**src/hw/rtl/fl31_pkg.sv**
```systemverilog
// Shared constants, coefficient table and control types for the 31-tap low-pass FIR.
// No dependencies; compile first.
package fl31_pkg;

	// default configuration of the filter
	localparam int unsigned TAPS_DEF           = 31;
	localparam int unsigned SAMPLE_BITS_DEF    = 10;
	localparam int unsigned COEF_FRAC_BITS_DEF = 16;

	// result word layout
	localparam int unsigned OUT_INT_BITS  = 10;
	localparam int unsigned OUT_FRAC_BITS = 16;
	localparam int unsigned OUT_INT_MAX   = 1023;

	// coefficients in units of 1e-5, indexed by tap (tap 0 is the newest sample)
	localparam int unsigned KNOWN_COEFS = 31;
	localparam int unsigned COEF_SCALE  = 100000;
	localparam int unsigned COEF_E5 [KNOWN_COEFS] = '{
		66, 120, 230, 430, 740, 1180, 1750, 2450, 3260, 4120,
		4990, 5810, 6530, 7080, 7430, 7550, 7430, 7080, 6530, 5810,
		4990, 4120, 3260, 2460, 1760, 1180, 740, 430, 235, 124, 66
	};

	// Round one coefficient to unsigned Q0.frac_bits, halves up; taps past the
	// known set are zero. Evaluated at elaboration only.
	function automatic longint unsigned coef_q(input int unsigned tap,
	                                           input int unsigned frac_bits);
		longint unsigned k;
		if (tap >= KNOWN_COEFS) begin
			return 64'd0;
		end
		k = longint'(COEF_E5[tap]);
		return (k * (64'd1 << frac_bits) + COEF_SCALE / 2) / COEF_SCALE;
	endfunction

	// controller state
	typedef enum logic [1:0] {
		ST_IDLE,
		ST_RUN,
		ST_FLUSH,
		ST_FINISH
	} fl31_state_t;

	// controller to datapath commands
	typedef struct packed {
		logic shift_in;  // take the new sample, clear the accumulator and tap counter
		logic mac_step;  // multiply the current tap and rotate the delay line
		logic load_out;  // capture the finished sum into the result register
	} fl31_cmd_t;

	// datapath to controller status
	typedef struct packed {
		logic last_tap;  // tap counter points at the final tap
	} fl31_sts_t;

endpackage

```
**src/hw/rtl/fl31_smp_if.sv**
```systemverilog
// Sample channel: valid/ready handshake carrying one converter sample per word.
// Depends on fl31_pkg.
interface fl31_smp_if #(
	parameter int unsigned SAMPLE_BITS = fl31_pkg::SAMPLE_BITS_DEF
);
	import fl31_pkg::*;

	logic                   valid;
	logic                   ready;
	logic [SAMPLE_BITS-1:0] sample;

	modport source (output valid, output sample, input ready);
	modport sink   (input valid, input sample, output ready);

endinterface

```
**src/hw/rtl/fl31_res_if.sv**
```systemverilog
// Result channel: valid/ready handshake carrying one filtered value per word.
// Depends on fl31_pkg.
interface fl31_res_if;
	import fl31_pkg::*;

	logic                     valid;
	logic                     ready;
	logic [OUT_INT_BITS-1:0]  filtered_int;
	logic [OUT_FRAC_BITS-1:0] filtered_frac;

	modport source (output valid, output filtered_int, output filtered_frac, input ready);
	modport sink   (input valid, input filtered_int, input filtered_frac, output ready);

endinterface

```
**src/hw/rtl/fir_lowpass_31_tap.sv**
```systemverilog
// Top level of the 31-tap low-pass FIR: sample in, filtered value out.
// Depends on fl31_pkg, fl31_smp_if, fl31_res_if, fl31_ctrl and fl31_dp.
//
//   channel  modport  payload                                   word
//   smp      sink     sample [SAMPLE_BITS]                      one converter sample
//   res      source   filtered_int [10], filtered_frac [16]     one filtered value
//
// A sample is finished before the next one is accepted: one multiply-accumulate
// per tap on the single shared multiplier (RUN), a FLUSH state to drain the
// product register, and a FINISH state to load the result.
// The result valid flag is registered and set by that load.
// Reset clears the delay line at once; the block is ready as soon as reset is released.
// A result waits in the output register until taken; the next sum waits before
// loading while the previous one is still held.
module fir_lowpass_31_tap #(
	parameter int unsigned TAPS           = fl31_pkg::TAPS_DEF,
	parameter int unsigned SAMPLE_BITS    = fl31_pkg::SAMPLE_BITS_DEF,
	parameter int unsigned COEF_FRAC_BITS = fl31_pkg::COEF_FRAC_BITS_DEF
) (
	input  logic       clk,
	input  logic       arst_n,
	fl31_smp_if.sink   smp,
	fl31_res_if.source res
);
	import fl31_pkg::*;

	fl31_cmd_t cmd;
	fl31_sts_t sts;

	// sequencer
	fl31_ctrl u_ctrl (
		.clk       (clk),
		.arst_n    (arst_n),
		.in_valid  (smp.valid),
		.in_ready  (smp.ready),
		.out_valid (res.valid),
		.out_ready (res.ready),
		.sts       (sts),
		.cmd       (cmd)
	);

	// arithmetic
	fl31_dp #(
		.TAPS           (TAPS),
		.SAMPLE_BITS    (SAMPLE_BITS),
		.COEF_FRAC_BITS (COEF_FRAC_BITS)
	) u_dp (
		.clk           (clk),
		.arst_n        (arst_n),
		.cmd           (cmd),
		.sts           (sts),
		.sample        (smp.sample),
		.filtered_int  (res.filtered_int),
		.filtered_frac (res.filtered_frac)
	);

endmodule

```
**src/hw/rtl/fl31_ctrl.sv**
```systemverilog
// Sequencer for the FIR: walks shift-in, one MAC per tap, pipeline flush, result load.
// Depends on fl31_pkg; drives the fl31_dp commands and owns the result valid flag.
module fl31_ctrl (
	input  logic                clk,
	input  logic                arst_n,
	input  logic                in_valid,
	output logic                in_ready,
	output logic                out_valid,
	input  logic                out_ready,
	input  fl31_pkg::fl31_sts_t sts,
	output fl31_pkg::fl31_cmd_t cmd
);
	import fl31_pkg::*;

	fl31_state_t state_q;
	fl31_state_t state_d;
	logic        out_valid_q;
	logic        out_free;

	// result register can take a new word when empty or being drained now
	assign out_free  = !out_valid_q || out_ready;
	assign out_valid = out_valid_q;
	assign in_ready  = (state_q == ST_IDLE);

	// hold the state
	always_ff @(posedge clk or negedge arst_n) begin
		if (!arst_n) begin
			state_q <= ST_IDLE;
		end else begin
			state_q <= state_d;
		end
	end

	// next state and commands
	always_comb begin
		state_d      = state_q;
		cmd.shift_in = 1'b0;
		cmd.mac_step = 1'b0;
		cmd.load_out = 1'b0;
		unique case (state_q)
			ST_IDLE: begin
				if (in_valid) begin
					cmd.shift_in = 1'b1;
					state_d      = ST_RUN;
				end
			end
			ST_RUN: begin
				cmd.mac_step = 1'b1;
				if (sts.last_tap) begin
					state_d = ST_FLUSH;
				end
			end
			ST_FLUSH: begin
				state_d = ST_FINISH;
			end
			ST_FINISH: begin
				if (out_free) begin
					cmd.load_out = 1'b1;
					state_d      = ST_IDLE;
				end
			end
			default: begin
				state_d = ST_IDLE;
			end
		endcase
	end

	// set on load, drop when the word is taken
	always_ff @(posedge clk or negedge arst_n) begin
		if (!arst_n) begin
			out_valid_q <= 1'b0;
		end else if (cmd.load_out) begin
			out_valid_q <= 1'b1;
		end else if (out_ready) begin
			out_valid_q <= 1'b0;
		end
	end

endmodule

```
**src/hw/rtl/fl31_dp.sv**
```systemverilog
// FIR datapath: rotating delay line, coefficient table, one multiplier, accumulator,
// saturation and result register. Depends on fl31_pkg; sequenced by fl31_ctrl.
module fl31_dp #(
	parameter int unsigned TAPS           = fl31_pkg::TAPS_DEF,
	parameter int unsigned SAMPLE_BITS    = fl31_pkg::SAMPLE_BITS_DEF,
	parameter int unsigned COEF_FRAC_BITS = fl31_pkg::COEF_FRAC_BITS_DEF
) (
	input  logic                               clk,
	input  logic                               arst_n,
	input  fl31_pkg::fl31_cmd_t                cmd,
	output fl31_pkg::fl31_sts_t                sts,
	input  logic [SAMPLE_BITS-1:0]             sample,
	output logic [fl31_pkg::OUT_INT_BITS-1:0]  filtered_int,
	output logic [fl31_pkg::OUT_FRAC_BITS-1:0] filtered_frac
);
	import fl31_pkg::*;

	localparam int unsigned IDX_W  = $clog2(TAPS);
	localparam int unsigned COEF_W = COEF_FRAC_BITS;
	localparam int unsigned PROD_W = SAMPLE_BITS + COEF_W;
	localparam int unsigned ACC_W  = PROD_W + $clog2(TAPS + 1);
	localparam int unsigned IP_W   = ACC_W - COEF_FRAC_BITS;

	logic [SAMPLE_BITS-1:0]   dl_q [TAPS];
	logic [COEF_W-1:0]        coef_tab [TAPS];
	logic [IDX_W-1:0]         cnt_q;
	logic [PROD_W-1:0]        prod_s1;
	logic                     prod_vld_s1;
	logic [ACC_W-1:0]         acc_q;
	logic [IP_W-1:0]          ipart;
	logic [OUT_FRAC_BITS-1:0] frac_w;
	logic                     sat;

	// constant coefficient table
	for (genvar g = 0; g < TAPS; g++) begin : g_coef
		assign coef_tab[g] = COEF_W'(coef_q(int'(g), COEF_FRAC_BITS));
	end

	// shift a new sample in, or rotate one place so entry 0 walks through every tap
	always_ff @(posedge clk or negedge arst_n) begin
		if (!arst_n) begin
			for (int i = 0; i < TAPS; i++) begin
				dl_q[i] <= '0;
			end
		end else if (cmd.shift_in) begin
			dl_q[0] <= sample;
			for (int i = 1; i < TAPS; i++) begin
				dl_q[i] <= dl_q[i-1];
			end
		end else if (cmd.mac_step) begin
			for (int i = 0; i < TAPS - 1; i++) begin
				dl_q[i] <= dl_q[i+1];
			end
			dl_q[TAPS-1] <= dl_q[0];
		end
	end

	// tap counter
	always_ff @(posedge clk or negedge arst_n) begin
		if (!arst_n) begin
			cnt_q <= '0;
		end else if (cmd.shift_in) begin
			cnt_q <= '0;
		end else if (cmd.mac_step) begin
			cnt_q <= sts.last_tap ? '0 : cnt_q + 1'b1;
		end
	end

	assign sts.last_tap = (cnt_q == IDX_W'(TAPS - 1));

	// product stage
	always_ff @(posedge clk or negedge arst_n) begin
		if (!arst_n) begin
			prod_vld_s1 <= 1'b0;
		end else begin
			prod_vld_s1 <= cmd.mac_step;
		end
	end

	always_ff @(posedge clk) begin
		if (cmd.mac_step) begin
			prod_s1 <= {{SAMPLE_BITS{1'b0}}, coef_tab[cnt_q]} * {{COEF_W{1'b0}}, dl_q[0]};
		end
	end

	// accumulate exact products
	always_ff @(posedge clk) begin
		if (cmd.shift_in) begin
			acc_q <= '0;
		end else if (prod_vld_s1) begin
			acc_q <= acc_q + {{(ACC_W - PROD_W){1'b0}}, prod_s1};
		end
	end

	// split into integer part and 16-bit fraction
	assign ipart = acc_q[ACC_W-1:COEF_FRAC_BITS];
	assign sat   = (ipart > IP_W'(OUT_INT_MAX));

	if (COEF_FRAC_BITS >= OUT_FRAC_BITS) begin : g_frac_trunc
		assign frac_w = acc_q[COEF_FRAC_BITS-1 -: OUT_FRAC_BITS];
	end else begin : g_frac_pad
		assign frac_w = {acc_q[COEF_FRAC_BITS-1:0], {(OUT_FRAC_BITS - COEF_FRAC_BITS){1'b0}}};
	end

	// result register, saturated at the top of the integer range
	always_ff @(posedge clk) begin
		if (cmd.load_out) begin
			filtered_int  <= sat ? OUT_INT_BITS'(OUT_INT_MAX) : ipart[OUT_INT_BITS-1:0];
			filtered_frac <= sat ? '1 : frac_w;
		end
	end

endmodule

```
**src/flat_wrapper.sv**
```systemverilog
// flat-port wrapper written by rule: the top's interface ports become plain ports
module fir_lowpass_31_tap_flat import fl31_pkg::*;
#(
	parameter int unsigned TAPS           = fl31_pkg::TAPS_DEF,
	parameter int unsigned SAMPLE_BITS    = fl31_pkg::SAMPLE_BITS_DEF,
	parameter int unsigned COEF_FRAC_BITS = fl31_pkg::COEF_FRAC_BITS_DEF
)
  (clk, arst_n, smp_valid, smp_sample, smp_ready, res_valid, res_filtered_int, res_filtered_frac, res_ready);
  fl31_smp_if #(.SAMPLE_BITS(SAMPLE_BITS)) smp_i ();
  fl31_res_if res_i ();
  input  logic clk;
  input  logic arst_n;
  input wire logic [$bits(smp_i.valid)-1:0] smp_valid;
  input wire logic [$bits(smp_i.sample)-1:0] smp_sample;
  output wire logic [$bits(smp_i.ready)-1:0] smp_ready;
  output wire logic [$bits(res_i.valid)-1:0] res_valid;
  output wire logic [$bits(res_i.filtered_int)-1:0] res_filtered_int;
  output wire logic [$bits(res_i.filtered_frac)-1:0] res_filtered_frac;
  input wire logic [$bits(res_i.ready)-1:0] res_ready;
  assign smp_i.valid = smp_valid;
  assign smp_i.sample = smp_sample;
  assign smp_ready = smp_i.ready;
  assign res_valid = res_i.valid;
  assign res_filtered_int = res_i.filtered_int;
  assign res_filtered_frac = res_i.filtered_frac;
  assign res_i.ready = res_ready;
  fir_lowpass_31_tap #(.TAPS(TAPS), .SAMPLE_BITS(SAMPLE_BITS), .COEF_FRAC_BITS(COEF_FRAC_BITS)) u_core (.clk(clk), .arst_n(arst_n), .smp(smp_i), .res(res_i));
endmodule
```
**config.mk**
```make
export PLATFORM = sky130hd
export DESIGN_NAME = fir_lowpass_31_tap_flat
export DESIGN_NICKNAME = d
export VERILOG_FILES = /design/src/hw/rtl/fl31_pkg.sv /design/src/hw/rtl/fl31_smp_if.sv /design/src/hw/rtl/fl31_res_if.sv /design/src/hw/rtl/fir_lowpass_31_tap.sv /design/src/hw/rtl/fl31_ctrl.sv /design/src/hw/rtl/fl31_dp.sv /design/src/flat_wrapper.sv
export SDC_FILE = /design/constraint.sdc
export NUM_CORES = 1
export LEC_CHECK = 0
export BUFFER_PORTS_ARGS = -buffer_cell sky130_fd_sc_hd__buf_2
export CORE_AREA = 2 2 211 213
export DETAILED_ROUTE_END_ITERATION = 7
export DIE_AREA = 0 0 213 215
export GPL_ROUTABILITY_DRIVEN = 0
export PLACE_DENSITY = 0.77
export SLEW_MARGIN = 20
export SYNTH_ARGS = -nofsm -noshare
export SYNTH_HDL_FRONTEND = slang
export SYNTH_SLANG_ARGS = --single-unit
```
**constraint.sdc**
```tcl
create_clock -name clk -period 8.05 [get_ports clk]
set_input_delay 0.805 -clock clk [delete_from_list [all_inputs] [get_ports clk]]
set_output_delay 0.805 -clock clk [all_outputs]
set_load 0.005 [all_outputs]
```
== After elaboration in Yosys (flattened, before gate mapping) ==
Memories as Yosys holds them, arrays and structs flattened.
Cells that the tools add are included.

* Flip-flop bits (word level): 402
* Latch bits: 0
* Bits in writable memories: 0
* Memory bits (read-only): 512
* Input port bits: 14
* Output and inout port bits: 28
* Word-level logic and storage cells: 77
* Memories kept: 1

{| class="wikitable"
|+ Memories
! name !! words !! bits a word !! rd ports !! clocked after memory_dff !! wr ports !! RTL line !! RTL
|-
| (no name shown) || 32 || 16 || 1 || 0 || 0 || fl31_dp.sv:82 || <nowiki>prod_s1 <= {{SAMPLE_BITS{1'b0}}, coef_tab[cnt_q]} * {{COEF_W{1'b0}}, dl_q[0]};</nowiki>
|}

* $add $sub $neg: 2
* Multiply operators: 1
* Divide/modulo/power cells: 0
* Magnitude comparators: 2
* Equality and inequality tests: 7
* Shifts and indexed selects: 0
* Multiplexer cells: 18
* Bitwise gates (word level): 1
* Reductions and logical operators: 6

{| class="wikitable"
|+ Operator list
! kind !! number
|-
| two-way mux 310 bit || 2
|-
| two-way mux 16 bit || 2
|-
| adder 31 x 26 -> 31 bit || 1
|-
| multiplier 16 x 10 -> 26 bit || 1
|-
| > comparator 15 x 10 -> 1 bit (second input constant) || 1
|-
| two-way mux 5 bit || 3
|-
| one-hot mux 2 bit (4 select lines) || 1
|-
| two-way mux 1 bit || 7
|-
| >= comparator 6 bit (second input constant) || 1
|-
| two-way mux 2 bit || 3
|-
| inequality test 2 bit (second input constant) || 3
|-
| inverter 5 -> 6 bit || 1
|-
| adder 5 x 1 -> 5 bit (second input constant) || 1
|-
| equality test 5 bit (second input constant) || 1
|-
| equality test 2 bit (second input constant) || 2
|-
| nonzero test 2 bit || 2
|-
| AND reduction 3 bit || 1
|-
| equality test 2 x 1 -> 1 bit (second input constant) || 1
|-
| logical NOT 2 bit || 1
|-
| logical NOT 1 bit || 1
|-
| logical OR 1 bit || 1
|}

== Depth between registers and ports, before layout ==
Gate-level depths: netlist of the first run.

* Word-level depth: 5
* Mapped depth: 27
* Gate-level depth less buffers: 26

== Cells and area by module ==
From an unflattened synthesis of the first run, not the netlist that was laid out.

* Cells, all modules: 2394
* Area, all modules: 23727.8 um2

{| class="wikitable"
|+ Modules (own cells, without submodules)
! module !! times used !! cells an instance !! area an instance (um2) !! sequential area each (um2)
|-
| fl31_dp || 1 || 2374 || 23496.3 || 10059.6
|-
| fl31_ctrl || 1 || 20 || 231.5 || 75.1
|}

== Worst setup path before layout of the first run ==
No wires, ideal clock.

* Path kind: flip-flop to flip-flop
* Start: reg u_core.u_dp.cnt_q[1]
* End: reg u_core.u_dp.prod_s1[17], data pin
* Library setup time: 0.259 ns
* Data arrival time: 6.330 ns
* Required time: 7.791 ns
* Setup slack: 1.461 ns
* Stages on the path, launching flop included: 24
* Path buffers: 1
* Period minus slack after synthesis: 6.589 ns
* Cell sequence: dfrtp_1 > clkbuf_1 > inv_1 > ha_1 > nor2_1 > a211oi_1 > a311oi_1 > nand2b_1 > fa_1 > fa_1 > inv_1 > fa_1 > fa_1 > inv_1 > fa_1 > inv_1 > ha_1 > nand4_1 > nor4_1 > a211oi_1 > o21ai_0 > a21o_1 > a21oi_1 > xnor2_1

* Word-level cells in the longest chain between the ends: 5

{| class="wikitable"
|+ RTL lines
! element !! RTL line !! RTL
|-
| start: declaration || fl31_dp.sv:26 || <nowiki>logic [IDX_W-1:0] cnt_q;</nowiki>
|-
| start signal: assignment || fl31_dp.sv:65 || <nowiki>cnt_q <= sts.last_tap ? '0 : cnt_q + 1'b1;</nowiki>
|-
| inverter 5 -> 6 bit (not written as such) || fl31_dp.sv:82 ||
|-
| memory (32 x 16 bit) || - ||
|-
| two-way mux 16 bit (not written as such) (2 in a row) || fl31_dp.sv:82 ||
|-
| multiplier 16 x 10 -> 26 bit || fl31_dp.sv:82 ||
|-
| end signal: assignment || fl31_dp.sv:82 ||
|-
| end: declaration || fl31_dp.sv:27 || <nowiki>logic [PROD_W-1:0] prod_s1;</nowiki>
|}

No other way between the ends. The select of a mux whose other input is x is not followed.
A chain may end at the register's enable or synchronous reset.

== Final worst setup path of the first run ==
* Start: reg u_core.u_dp.cnt_q[0]
* End: reg u_core.u_dp.prod_s1[17], data pin

The elaborated chain is that of the path after synthesis.

==> flow_summary.toml, run 1 <==
[timing]
slew_headroom = 0.303
setup_violations = 0
finalHoldViolations = 0
max_slew.worst_pin.slew_ps = 1050
finalCritPeriodShare = 0.895
finalSetupTns_ps = 0
fin_crit_ps = 7210
worst_clock_skew_ps = 16.6
rsz0062_at_grt = "no"
fmax_mhz = 139
final-max-slew-violation-count = 0
timing.hold.ws_ps = 296

[layout]
areaGrowthSynthToFinish_pct = 7.96
nNetsFinal = 2548
drive_gt1_frac = 0.0599
antenna_cells = 0
finish.utilization = 0.587

[worst_hold_path]
min_path_type = "input pin to async pin"

[worst_setup_path]
reg2regPathDepth = 26
cp.required_ps = 8360
cp-end-kind = "flip-flop"
reg2reg_from = "u_core.u_dp.cnt_q[0]$_DFFE_PN0P_"
worst-r2r-setup-slack_ps = 840
worstSetupPathType = "flip-flop to flip-flop"
cp_max_fo = 13
rr_endpoint = "u_core.u_dp.prod_s1[17]$_DFFE_PP_"
cp.arrival_ps = 7510
start_kind = "flip-flop"

[clock_network]
numCtsBuffers = 43
cts-root-buf = "clkbuf_16"
post_cts_resized = 0
cts_tree = "yes"
cts_setup_buffers = 0
clkTransAtPathRegs_ps = 70
htree_num_levels = 2
clock_sinks = 401
hold_buffers = 0
clk_latency_ps = 570
cts_buffer_depth = 3

[floorplan]
die-area_sq_mm = 0.0458
core_area_sq_mm = 0.0436
ios = 42
start_util = 0.544
rows = 77
die_h_um = 215
die_width_um = 213

[routing]
remaining_drc_errors = 0
ant_nets = 0
wire_per_inst_um = 15.1
viasPerCell = 5.62
vias = 16600
routed_wirelength_um = 44800
firstDrtPassIters = 5
drt_first_iter_violations = 1048

[grt]
grt.busiest_layer = "met2"
grt.overflow.total = 0
use_met3 = 0.0302
groute.layer.met2.usage = 0.322
grt.met1_usage = 0.285
antenna_found_initial = 0
grt_pass1_vias = 16200
grt_usage = 0.202
grt_pass1_wl_um = 77600
grt_max_degree = 328

[placed_design]
hpwl_um = 30000
io_buffers = 41

[run_status]
status = "finished, final reports clean"

[logic_synthesis]
yosysUniqueCellTypes = 72
syn_area_sq_mm = 0.0237
syn_area_per_cell_sq_um = 9.95
ys_warn_count = 0
ys_seq_area_frac = 0.427
async_reset_ff_frac = 0.796
synth_edf_count = 51
yosysMostFrequentCell = "nand2_1"
synth_top_area_share = 0.336
synth.area.top_cells = "dfrtp_1 (34%), mux2i_1 (14%), o21ai_0 (7.5%), fa_1 (7.4%), edfxtp_1 (6.5%)"
syn-num-nets = 2592
ys.flop_type = "dfrtp_1"
ys_seq_elements = 401
synth_common_cells = "nand2_1 (406), o21ai_0 (355), mux2i_1 (327), dfrtp_1 (319), clkbuf_1 (123)"
syn_inst = 2386
yosys.area.top_type = "dfrtp_1"

[flow_run]
maxCapViolCount = 0
## cells in the final DEF (no fill, tap or decap), types with 3 or more instances in the layout
| cell | instances |
|---|---|
| o31ai_1 | 4 |
| o21bai_1 | 3 |
| and3_1 | 6 |
| nor3_1 | 14 |
| buf_4 | 15 |
| buf_2 | 40 |
| or3_1 | 30 |
| nand2b_1 | 22 |
| fa_1 | 88 |
| nand3b_1 | 9 |
| o21ai_1 | 9 |
| clkinv_2 | 5 |
| clkbuf_1 | 12 |
| nand4_1 | 6 |
| a211oi_1 | 13 |
| clkbuf_16 | 43 |
| o21a_1 | 10 |
| ha_1 | 103 |
| o21ai_0 | 355 |
| nor3b_1 | 5 |
| nand2_1 | 406 |
| o211ai_1 | 9 |
| and4_1 | 4 |
| a21o_1 | 21 |
| a21boi_0 | 5 |
| mux2i_1 | 327 |
| nor2b_1 | 22 |
| and2_1 | 68 |
| inv_1 | 82 |
| a21oi_1 | 69 |
| nor2_1 | 45 |
| xor2_1 | 13 |
| edfxtp_1 | 51 |
| dfrtp_1 | 319 |
| clkbuf_8 | 8 |
| xnor2_1 | 17 |
| a31oi_1 | 7 |
| dfxtp_1 | 31 |
| nand3_1 | 17 |
## per-layer routing
metal  vias up  share of wire
met5         -              0
met3        79          0.042
li1       8172              -
met1      8066           0.46
met2       321           0.47
met4         0          0.021
## registers in the layout, summed over array words and instances (netlist names)
register and count:
u_core.u_dp.dl_q 310, u_core.u_dp.acc_q 31, u_core.u_dp.prod_s1 25, u_core.u_dp.filtered_frac 16, u_core.u_dp.filtered_int 10, u_core.u_dp.cnt_q 5
u_core.u_ctrl.state_q 2, u_core.u_ctrl.out_valid 1, u_core.u_dp.prod_vld_s1 1
## cell families after synthesis
logic type	after synthesis	share of synthesized area
AO/OA/AOI/OAI	536	0.128
XOR/XNOR	30	0.0111
adder cells (fa/ha/maj)	192	0.129
buffers and inverters	233	0.0380
flip-flops	401	0.427
multiplexers	329	0.139
AND/OR/NAND/NOR	665	0.128
## critical path, cell delays in order (launching register included)
cell      delay (ps)
dfrtp_1          530
inv_1            260
ha_1             330
nor2b_1          250
a21oi_1           70
nand2_1           90
o21ai_0           70
o21ai_1          520
nand2_1          180
fa_1             560
inv_1             50
fa_1             500
inv_1             50
fa_1             470
inv_1             50
fa_1             530
inv_1             50
fa_1             520
inv_1             40
ha_1             360
nand4_1          180
nor4_1           430
a211oi_1         160
o21ai_0          320
a21o_1           160
a21oi_1           70
xnor2_1          130
## worst max path at each step
stage / from / endpoint / slack (ps)
CTS: u_core.u_dp.cnt_q[1]$_DFFE_PN0P_ / u_core.u_dp.prod_s1[17]$_DFFE_PP_ / 900
global placement: u_core.u_dp.cnt_q[1]$_DFFE_PN0P_ / u_core.u_dp.prod_s1[17]$_DFFE_PP_ / 1200
finish: u_core.u_dp.cnt_q[0]$_DFFE_PN0P_ / u_core.u_dp.prod_s1[17]$_DFFE_PP_ / 840
detailed placement: u_core.u_dp.cnt_q[1]$_DFFE_PN0P_ / u_core.u_dp.prod_s1[17]$_DFFE_PP_ / 940
global route: u_core.u_dp.cnt_q[1]$_DFFE_PN0P_ / u_core.u_dp.prod_s1[17]$_DFFE_PP_ / 290
floorplan: u_core.u_dp.cnt_q[1]$_DFFE_PN0P_ / u_core.u_dp.prod_s1[17]$_DFFE_PP_ / 1460
## layout make-up
type,instances,area [sq um]
fill,3589,18000
tap,592,741
multi-input combinational,1752,12700
timing repair buffer,60,398
inverter,84,315
sequential,401,10100
clock inverter,11,90.1
clock buffer,63,1230
## metrics by stage
step | setup slack, ps | instance area, sq um | cells
after floorplan | 1460 | 23700 | 2386
after global placement | 1200 | 24300 | 2888
after detailed placement | 942 | 24300 | 2888
after CTS | 904 | 25600 | 2962
after global routing | 289 | 25600 | 2963
final | 844 | 25600 | 2963
Power of run 1 is not shown: default switching activity piles up to over one toggle a cycle in this logic, so the estimate is an artifact.
==> inputs of run 2 (changes only) <==
--- a/config.mk
+++ b/config.mk
@@ -10,7 +10,7 @@
 export DETAILED_ROUTE_END_ITERATION = 7
 export DIE_AREA = 0 0 213 215
 export GPL_ROUTABILITY_DRIVEN = 0
-export PLACE_DENSITY = 0.77
+export PLACE_DENSITY = 0.71
 export SLEW_MARGIN = 20
 export SYNTH_ARGS = -nofsm -noshare
 export SYNTH_HDL_FRONTEND = slang
==> run 2 against run 1 <==
Sequential share of layout area about the same. Register-to-register slack worse by 20 ps. Setup slack lost 23 ps. Critical path type unchanged.
==> flow_summary.toml, run 2 (same netlist as run 1, synthesis figures left out) <==
[clock_network]
htree_num_levels = 2
cts_buffer_depth = 3
clk_latency_ps = 580
clock_sinks = 401
hold_buffers = 0
clkTransAtPathRegs_ps = 60
numCtsBuffers = 42
cts_tree = "yes"
post_cts_resized = 0
cts_setup_buffers = 0
cts-root-buf = "clkbuf_16"

[timing]
worst_clock_skew_ps = 28.9
finalSetupTns_ps = 0
setup_violations = 0
rsz0062_at_grt = "no"
fmax_mhz = 138
fin_crit_ps = 7230
finalHoldViolations = 0
max_slew.worst_pin.slew_ps = 1100
slew_headroom = 0.264
final-max-slew-violation-count = 0
finalCritPeriodShare = 0.898

[worst_setup_path]
crit_buf_inv = 6
reg2reg_from = "u_core.u_dp.cnt_q[0]$_DFFE_PN0P_"
slowest_stage = "fa_1"
cp_max_fo = 13
slowest_delay_ps = 570
cp-end-kind = "flip-flop"
reg2regPathDepth = 26
cp.required_ps = 8360
worst-r2r-setup-slack_ps = 820
critPathTopFamily = "adder cells"
rr_endpoint = "u_core.u_dp.prod_s1[17]$_DFFE_PP_"
start_kind = "flip-flop"
crit_top_cell = "inv_1"
worstSetupPathType = "flip-flop to flip-flop"
cp.arrival_ps = 7540

[placed_design]
placed_area_sq_mm = 0.0243
io_buffers = 41
hpwl_um = 29300

[floorplan]
start_util = 0.544
die-area_sq_mm = 0.0458
ios = 42
core_area_sq_mm = 0.0436
die_width_um = 213
die_h_um = 215
rows = 77

[routing]
vias = 16300
wire_per_inst_um = 14.8
wl_met3_um = 1610
wl_met2_um = 20600
viasPerCell = 5.50
firstDrtPassIters = 5
remaining_drc_errors = 0
ant_nets = 0
drt_first_iter_violations = 1058
routed_wirelength_um = 43900
met1_length_um = 20800
topRoutingLayerUsed = "met4"

[grt]
antenna_found_initial = 0
grt_max_degree = 287
grt_pass1_wl_um = 76100
grt_pass1_vias = 16000
grt.overflow.total = 0
grt_usage = 0.198

[layout]
final_common_cell = "nand2_1"
nNetsFinal = 2543
largest_reg_flops = 310
largestRegisters = "u_core.u_dp.dl_q x310, u_core.u_dp.acc_q x31, u_core.u_dp.prod_s1 x25"
fillCellCount = 3668
most-common-layout-cells = "nand2_1 (406), o21ai_0 (355), mux2i_1 (327)"
drive_gt1_frac = 0.0582
final_area_sq_mm = 0.0256
top_register = "u_core.u_dp.dl_q"
antenna_cells = 0
areaGrowthSynthToFinish_pct = 7.94

[run_status]
status = "finished, final reports clean"

[worst_hold_path]
min_path_type = "input pin to async pin"

[flow_run]
maxCapViolCount = 0
run 2: changes by cell type in the layout (fill, tap and decap cells not counted), moves of 2 or more:
cell      delta
clkbuf_8     -2
clkinv_8     -2
clkbuf_1     +3
buf_4        -5
clkinv_2     +4
buf_12       +2
run 2: area by class of cell:
class / instances / area (sq um) / area share
well taps: 592 / 741 / 0.0289
clock buffers: 64 / 1210 / 0.0474
multi-input cells: 1752 / 12700 / 0.496
clock inverters: 13 / 111 / 0.00435
repair buffers: 56 / 389 / 0.0152
inverters: 84 / 315 / 0.0123
flip-flops and latches: 401 / 10100 / 0.395
run 2: metrics by stage:
stage          instances  hold slack, ps  utilization  setup WS (ps)
6_report            2962             284        0.587            821
3_5_place_dp        2884             489        0.556            922
5_1_grt             2962             349        0.587            295
3_3_place_gp        2884             479        0.556           1210
4_1_cts             2961             293        0.586            865
2_1_floorplan       2386             459            -           1460
run 2: worst max path at each step:
stage                                                 from                           endpoint  cells after the start
after floorplan           u_core.u_dp.cnt_q[1]$_DFFE_PN0P_  u_core.u_dp.prod_s1[17]$_DFFE_PP_                     23
after global placement    u_core.u_dp.cnt_q[0]$_DFFE_PN0P_  u_core.u_dp.prod_s1[17]$_DFFE_PP_                     26
after detailed placement  u_core.u_dp.cnt_q[0]$_DFFE_PN0P_  u_core.u_dp.prod_s1[17]$_DFFE_PP_                     26
after CTS                 u_core.u_dp.cnt_q[0]$_DFFE_PN0P_  u_core.u_dp.prod_s1[17]$_DFFE_PP_                     26
after global routing      u_core.u_dp.cnt_q[0]$_DFFE_PN0P_  u_core.u_dp.prod_s1[17]$_DFFE_PP_                     26
final                     u_core.u_dp.cnt_q[0]$_DFFE_PN0P_  u_core.u_dp.prod_s1[17]$_DFFE_PP_                     26
run 2: layer usage:
layer  global-route usage  vias up
met5                    0        -
met4               0.0622        0
met3               0.0310       65
met2                0.313      238
met1                0.282     7860
li1                     -     8142
Power of run 2 is left out for the same reason.
==> inputs of run 3 (changes only) <==
--- a/config.mk
+++ b/config.mk
@@ -5,11 +5,13 @@
 export SDC_FILE = /design/constraint.sdc
 export NUM_CORES = 1
 export LEC_CHECK = 0
+export ABC_AREA = 1
 export BUFFER_PORTS_ARGS = -buffer_cell sky130_fd_sc_hd__buf_2
-export CORE_AREA = 2 2 211 213
+export CORE_AREA = 2 2 213 215
 export DETAILED_ROUTE_END_ITERATION = 7
-export DIE_AREA = 0 0 213 215
+export DIE_AREA = 0 0 215 217
 export GPL_ROUTABILITY_DRIVEN = 0
+export MAX_ROUTING_LAYER = met4
 export PLACE_DENSITY = 0.71
 export SLEW_MARGIN = 20
 export SYNTH_ARGS = -nofsm -noshare
==> run 3 against run 2 <==
Synthesized cell count rose by 17%. Non-clock buffer count grew 1. Cell area rose by 1.6%. Critical path type unchanged. Critical endpoint is now u_core.u_dp.prod_s1[23]$_DFFE_PP_.
==> flow_summary.toml, run 3 <==
[run_status]
status = "finished, final reports clean"

[timing]
fin_crit_ps = 6370
worst_clock_skew_ps = 20.4
finalCritPeriodShare = 0.791
final-max-slew-violation-count = 0
worst_slack_ps = 1680
fmax_mhz = 157
rsz0062_at_grt = "no"
max_slew.worst_pin.slew_ps = 1150
slew_headroom = 0.233
finalSetupTns_ps = 0
finalHoldViolations = 0
setup_violations = 0

[grt]
grt_pass1_wl_um = 91900
grt_pass1_vias = 18900
grt_usage = 0.241
grt.overflow.total = 0
antenna_found_initial = 2
grt_max_degree = 218

[floorplan]
die_h_um = 217
ios = 42
die_width_um = 215
core_area_sq_mm = 0.0447
start_util = 0.540
die-area_sq_mm = 0.0467
rows = 78

[worst_setup_path]
slowest_stage = "fa_1"
cp_max_fo = 11
start_kind = "flip-flop"
slowest_delay_ps = 540
cp-end-kind = "flip-flop"
cp.required_ps = 8400
crit_top_cell = "inv_1"
cp.arrival_ps = 6720
worstSetupPathType = "flip-flop to flip-flop"

[logic_synthesis]
synth_top_area_share = 0.331
ys_seq_area_frac = 0.420
yosys.area.top_type = "dfrtp_1"
ys.flop_type = "dfrtp_1"
synth.area.top_cells = "dfrtp_1 (33%), o221ai_1 (9.8%), inv_1 (8.5%), nand3_1 (7.9%), fa_1 (7.3%)"
synth-compound-area-share = 0.155
synthAdderAreaFrac = 0.127
synth_top_family_by_area = "simple AND/OR/NAND/NOR gates"
ys_warn_count = 0
synth_xor_area_frac = 0.0105
yosysMostFrequentCell = "inv_1"
synth-simple-area-share = 0.171
yosysUniqueCellTypes = 48
synth_edf_count = 51
ys_seq_elements = 401
synth_common_cells = "inv_1 (548), nand3_1 (381), nand2_1 (375), dfrtp_1 (319), o221ai_1 (271)"
syn_area_sq_mm = 0.0241
synthMuxAreaShare = 0
syn_inst = 2803
async_reset_ff_frac = 0.796
syn-num-nets = 3009
syn_area_per_cell_sq_um = 8.61

[layout]
nNetsFinal = 2945
final_common_cell = "inv_1"
drive_gt1_frac = 0.0563
largest_reg_flops = 310
fillCellCount = 3944
largestRegisters = "u_core.u_dp.dl_q x310, u_core.u_dp.acc_q x31, u_core.u_dp.prod_s1 x25"
final_cells = 3375
areaGrowthSynthToFinish_pct = 7.89
most-common-layout-cells = "inv_1 (547), nand3_1 (381), nand2_1 (373)"
top_register = "u_core.u_dp.dl_q"

[clock_network]
htree_num_levels = 2
clock_sinks = 401
cts_setup_buffers = 0
cts_buffer_depth = 3
post_cts_resized = 0
numCtsBuffers = 43
cts-root-buf = "clkbuf_16"
hold_buffers = 0
clkTransAtPathRegs_ps = 60
clk_latency_ps = 600
cts_tree = "yes"

[worst_hold_path]
min_path_type = "input pin to async pin"

[placed_design]
io_buffers = 41
placed_cells_incl_taps = 3294
pre_cts_ws_ps = 1800
hpwl_um = 35200

[routing]
viasPerCell = 5.71
vias = 19300
wire_per_inst_um = 15.7
drt_first_iter_violations = 1654
ant_nets = 0
firstDrtPassIters = 5
routed_wirelength_um = 53000
remaining_drc_errors = 0

[flow_run]
maxCapViolCount = 0
[run 3: changes by cell type after synthesis, sizes merged, moves of 114 or more]
cell	before	now
nand3	17	382
o21ai	365	82
o221ai	0	271
nor2	45	159
mux2i	327	0
inv	82	558
[run 3: cell families (layout without fill, tap and decap cells)]
| logic type | count (synthesis) | in the layout |
|---|---|---|
| xor+xnor | 29 | 29 |
| compound gates | 505 | 505 |
| fa+ha+maj | 192 | 192 |
| flops | 401 | 401 |
| buf+inv | 729 | 699 |
| other cells | 0 | 2 |
| simple gates | 947 | 947 |
[run 3: cell type report]
class | count | area (sq um) | area share
Sequential cell | 401 | 10100 | 0.389
Multi-Input combinational cell | 1673 | 11200 | 0.430
Antenna cell | 2 | 5.00 | 0.000192
Timing Repair Buffer | 57 | 368 | 0.0141
Inverter | 563 | 2110 | 0.0811
Clock buffer | 60 | 1230 | 0.0473
Tap cell | 600 | 751 | 0.0288
Clock inverter | 19 | 235 | 0.00903
[run 3: layer usage]
metal / share of wire / global-route usage
met2: 0.47 / 0.383
met5: 0 / -
met3: 0.050 / 0.0342
met4: 0.027 / 0.0805
met1: 0.45 / 0.322
[run 3: path summary, 6_finish.rpt]
check | startpoint | end | slack [ps] | cells after the start
worst max-delay path | u_core.u_dp.cnt_q[0]$_DFFE_PN0P_ | u_core.u_dp.prod_s1[23]$_DFFE_PP_ | 1680 | 29
worst min-delay path | arst_n | u_core.u_dp.dl_q[100]$_DFFE_PN0P_ | 270 | 1
worst max register to register | u_core.u_dp.cnt_q[0]$_DFFE_PN0P_ | u_core.u_dp.prod_s1[23]$_DFFE_PP_ | 1680 | 29
worst min register to register | u_core.u_dp.acc_q[0]$_SDFFE_PP0P_ | u_core.u_dp.acc_q[0]$_SDFFE_PP0P_ | 480 | 2
max in group asynchronous | arst_n | u_core.u_dp.dl_q[297]$_DFFE_PN0P_ | 6270 | 2
min in group clk | smp_sample[2] | u_core.u_dp.dl_q[302]$_DFFE_PN0P_ | 440 | 3
[run 3: worst max-delay path, delay by kind of cell (launching register included)]
kind / cells / cell delay [ps]
adders and majority gates: 7 / 3170
buffers and inverters: 8 / 790
and+or+nand+nor: 10 / 1020
AOI/OAI and AO/OA: 4 / 660
DFF: 1 / 490
[run 3: metrics by stage]
step / hold slack (ps) / util / cell area [sq um]
6_report: 266 / 0.583 / 26000
2_1_floorplan: 452 / - / 24100
3_3_place_gp: 465 / 0.550 / 24600
5_1_grt: 403 / 0.583 / 26000
4_1_cts: 354 / 0.582 / 26000
3_5_place_dp: 482 / 0.550 / 24600
Power of run 3 is left out for the same reason.
